**src/design/qpsk_costas_carrier_loop_macros.svh**
```systemverilog
// Assertion macros for the QPSK Costas carrier loop.
`ifndef QPSK_COSTAS_CARRIER_LOOP_MACROS_SVH
`define QPSK_COSTAS_CARRIER_LOOP_MACROS_SVH

// Same-cycle implication, sampled on clk_i, off during reset.
`define QCL_ASSERT_NOW(label, ante, cons, msg) \
  label: assert property (@(posedge clk_i) disable iff (!rst_ni) (ante) |-> (cons)) \
    else $error(msg);

// Next-cycle implication, sampled on clk_i, off during reset.
`define QCL_ASSERT_NEXT(label, ante, cons, msg) \
  label: assert property (@(posedge clk_i) disable iff (!rst_ni) (ante) |=> (cons)) \
    else $error(msg);

`endif

```
**src/design/qcl_ram.sv**
```systemverilog
// Generic single-write, single-read RAM with registered read data.
`timescale 1ns / 1ps
module qcl_ram #(
  parameter int WIDTH = 8,
  parameter int DEPTH = 4,
  parameter int AW    = (DEPTH > 1) ? $clog2(DEPTH) : 1
) (
  input  logic             clk_i,
  input  logic             we_i,
  input  logic [AW-1:0]    waddr_i,
  input  logic [WIDTH-1:0] wdata_i,
  input  logic             re_i,
  input  logic [AW-1:0]    raddr_i,
  output logic [WIDTH-1:0] rdata_o
);

  logic [WIDTH-1:0] mem_q [DEPTH];
  logic [WIDTH-1:0] rdata_q;

  always_ff @(posedge clk_i) begin
    if (we_i) begin
      mem_q[waddr_i] <= wdata_i;
    end
    if (re_i) begin
      rdata_q <= mem_q[raddr_i];
    end
  end

  assign rdata_o = rdata_q;

endmodule

```
**config.mk**
```make
export PLATFORM = sky130hd
export DESIGN_NAME = qcl_ram
export DESIGN_NICKNAME = d
export VERILOG_FILES = /design/src/design/qpsk_costas_carrier_loop_macros.svh /design/src/design/qcl_ram.sv
export SDC_FILE = /design/constraint.sdc
export NUM_CORES = 1
export LEC_CHECK = 0
export ABC_AREA = 1
export BUFFER_PORTS_ARGS = -buffer_cell sky130_fd_sc_hd__buf_2
export CORE_ASPECT_RATIO = 0.9
export CORE_UTILIZATION = 40
export CTS_CLUSTER_SIZE = 14
export DETAILED_ROUTE_END_ITERATION = 8
export GPL_TIMING_DRIVEN = 0
export MAX_ROUTING_LAYER = met4
export PLACE_DENSITY = 0.67
export SYNTH_ARGS = -nofsm -noshare
export SYNTH_HDL_FRONTEND = slang
export SYNTH_SLANG_ARGS = --single-unit
export TNS_END_PERCENT = 50
```
**constraint.sdc**
```tcl
create_clock -name clk_i -period 1.7 [get_ports clk_i]
set_clock_uncertainty 0.2 [all_clocks]
set_input_delay 0.17 -clock clk_i [delete_from_list [all_inputs] [get_ports clk_i]]
set_output_delay 0.17 -clock clk_i [all_outputs]
set_load 0.01 [all_outputs]
```
==> metrics.cfg <==
[min_path]
min_path_type=in -> reg

[drt]
route.final.wire_length_um=2660
drc_errors=0
first_pass_iters=4
via_count=1013
final_antenna_net_count=0
viasPerCell=4.52
first_iter_violations=83
wire_per_inst_um=11.9

[global_route]
grt_max_degree=14
grt_use_total_pct=14.7
grt_pass1_wl_um=4530
grt_pass1_vias=994
antenna_found_initial=0
grt_remaining_overflow=0

[synth]
syn_area_mm2=0.00163
synth_top_area_share_pct=73.8
ys_seq_area_share_pct=73.8
yosys_warnings=0
synth_common_cells=edfxtp_1, nand2_1, inv_1
ys_ff_latch=40
synth_edf_count=40
synth_cells=141
yosysTopAreaCell=edfxtp_1
syn_nets=156
synth.distinct_cells=9
synthArstFlopShare_pct=0
syn_area_per_cell_um2=11.5
yosys-top-cells-area=edfxtp_1, nand2_1, inv_1, nand3_1, buf_6
yosys_most_used_dff=edfxtp_1

[clocking]
cts_buffers=5
h-tree-depth=2
clockRootBuffer=clkbuf_8
cts.sink_count=40
clk_latency_ns=0.29
clk_pin_slew_ns=0.07
cts_tree=yes
clockBufferDepth=2

[layout]
drive_gt1_share_pct=19.1
fin_util_pct=52.0
final_nets=192
areaGrowthSynthToFinish_pct=21.8
stdcell_count=224
num_antenna_cells=0
filler_cell_count=319

[worst_setup_path]
critPathLaunchType=input pin
cp-end-kind=flop
slowest_delay_ns=0.97
cpLargestDelayFamily=simple AND/OR/NAND/NOR gates
cp_max_fo=8
cp.required_ns=1.41
cp.arrival_ns=1.29
cp_cell_sequence=buf_2, inv_1, nor3_1
worst-path-buf-inv=2
path_class=in -> reg
crit_slowest_cell=nor3_1

[die]
start_util_pct=42.7
die_area_mm2=0.00433
num_rows=21
die_x_um=69.2
io_pins=23
die_h_um=62.5
core_mm2=0.00381

[place]
dpl.hpwl_um=1740
place.gp.congestion=0.780
place_ws_ns=-0.259
port_buffers=20
dp.cells=207

[power]
power_density_mw_per_mm2=1040
leakagePower_nw=0.901
irDropWorstVdd_mv=0.301

[sta]
worst_pin_slew_ns=1.24
finalSetupTns_ns=0
timing.final.ws_setup_ns=0.113
finalHoldViolCount=0
min_period_ns=1.59
rsz0062_at_grt=true
slew_headroom_pct=16.5
fmax_ghz=0.630
setup_viol=0
fin_crit_sh_pct=93.4
slew_violations=0

[outcome]
status=complete, no violations

[job]
cap_violations=0

==> registers in the layout, indices dropped and copies added (netlist names) <==
signal and count:
mem_q 32, rdata_o 8
==> final timing paths <==
| kind | startpoint | to | slack, ns | depth (start not counted) |
|---|---|---|---|---|
| min | re_i | rdata_o[0] | 0.02 | 1 |
| max reg2reg | mem_q[3][6] | rdata_o[6] | 0.65 | 4 |
| min reg2reg | mem_q[0][2] | rdata_o[2] | 0.42 | 4 |
| max | waddr_i[1] | mem_q[2][5] | 0.11 | 3 |
==> cells in the final DEF (no fill, tap or decap) <==
cell / count
edfxtp_1: 40
dlygate4sd3_1: 8
buf_6: 2
clkinvlp_4: 1
inv_1: 36
nand2_1: 40
nor3_1: 4
buf_4: 1
inv_4: 1
bufinv_16: 1
clkbuf_8: 5
nand3_1: 16
buf_2: 22
clkinv_2: 1
==> timing repair <==
item                                    4_1_cts  5_1_grt
endpoints found under the hold margin        32        0
hold buffers                                  8        0
buffers inserted                              0        0
resized for setup                             0        0
endpoints found under the setup margin        0       10
==> metrics by stage <==
step / hold slack (ns) / total power, mW / instance area, µm²
after floorplan: 0.0689 / 1.26 / 1630
after global placement: 0.179 / 1.32 / 1790
after detailed placement: 0.185 / 1.32 / 1790
after CTS: 0.0236 / 2.07 / 1980
after global routing: 0.0202 / 2.15 / 1980
final: 0.0235 / 2.06 / 1980
==> per-layer routing <==
layer | GRT usage (%) | vias up | part of all wire [%]
met5 | - | - | 0
met4 | 8.16 | 0 | 1.0
met3 | 5.48 | 2 | 6.2
met2 | 21.5 | 31 | 47
met1 | 17.6 | 461 | 46
li1 | - | 519 | -
==> layout make-up <==
| class | count | area, µm² | share of cell area [%] |
|---|---|---|---|
| clock inverters | 3 | 42.5 | 2.15 |
| well taps | 46 | 57.6 | 2.90 |
| plain buffers | 4 | 35.0 | 1.77 |
| flip-flops and latches | 40 | 1200 | 60.6 |
| repair buffers | 29 | 185 | 9.34 |
| inverters | 37 | 141 | 7.13 |
| clock buffers | 5 | 68.8 | 3.47 |
| multi-input cells | 60 | 250 | 12.6 |
==> power breakdown <==
part / internal (mW) / leakage (nW) / switching [mW]
registers: 1.15 / 0.373 / 0.0122
clock network: 0.434 / 0.0541 / 0.315
logic: 0.0639 / 0.474 / 0.0926
==> cell families (layout without fill, tap and decap cells) <==
group | count (synthesis) | after routing | synth area share (%)
simple gates | 60 | 60 | 15.4
flops | 40 | 40 | 73.8
buf+inv | 41 | 78 | 10.8
Power figures use the tool's default switching activity.
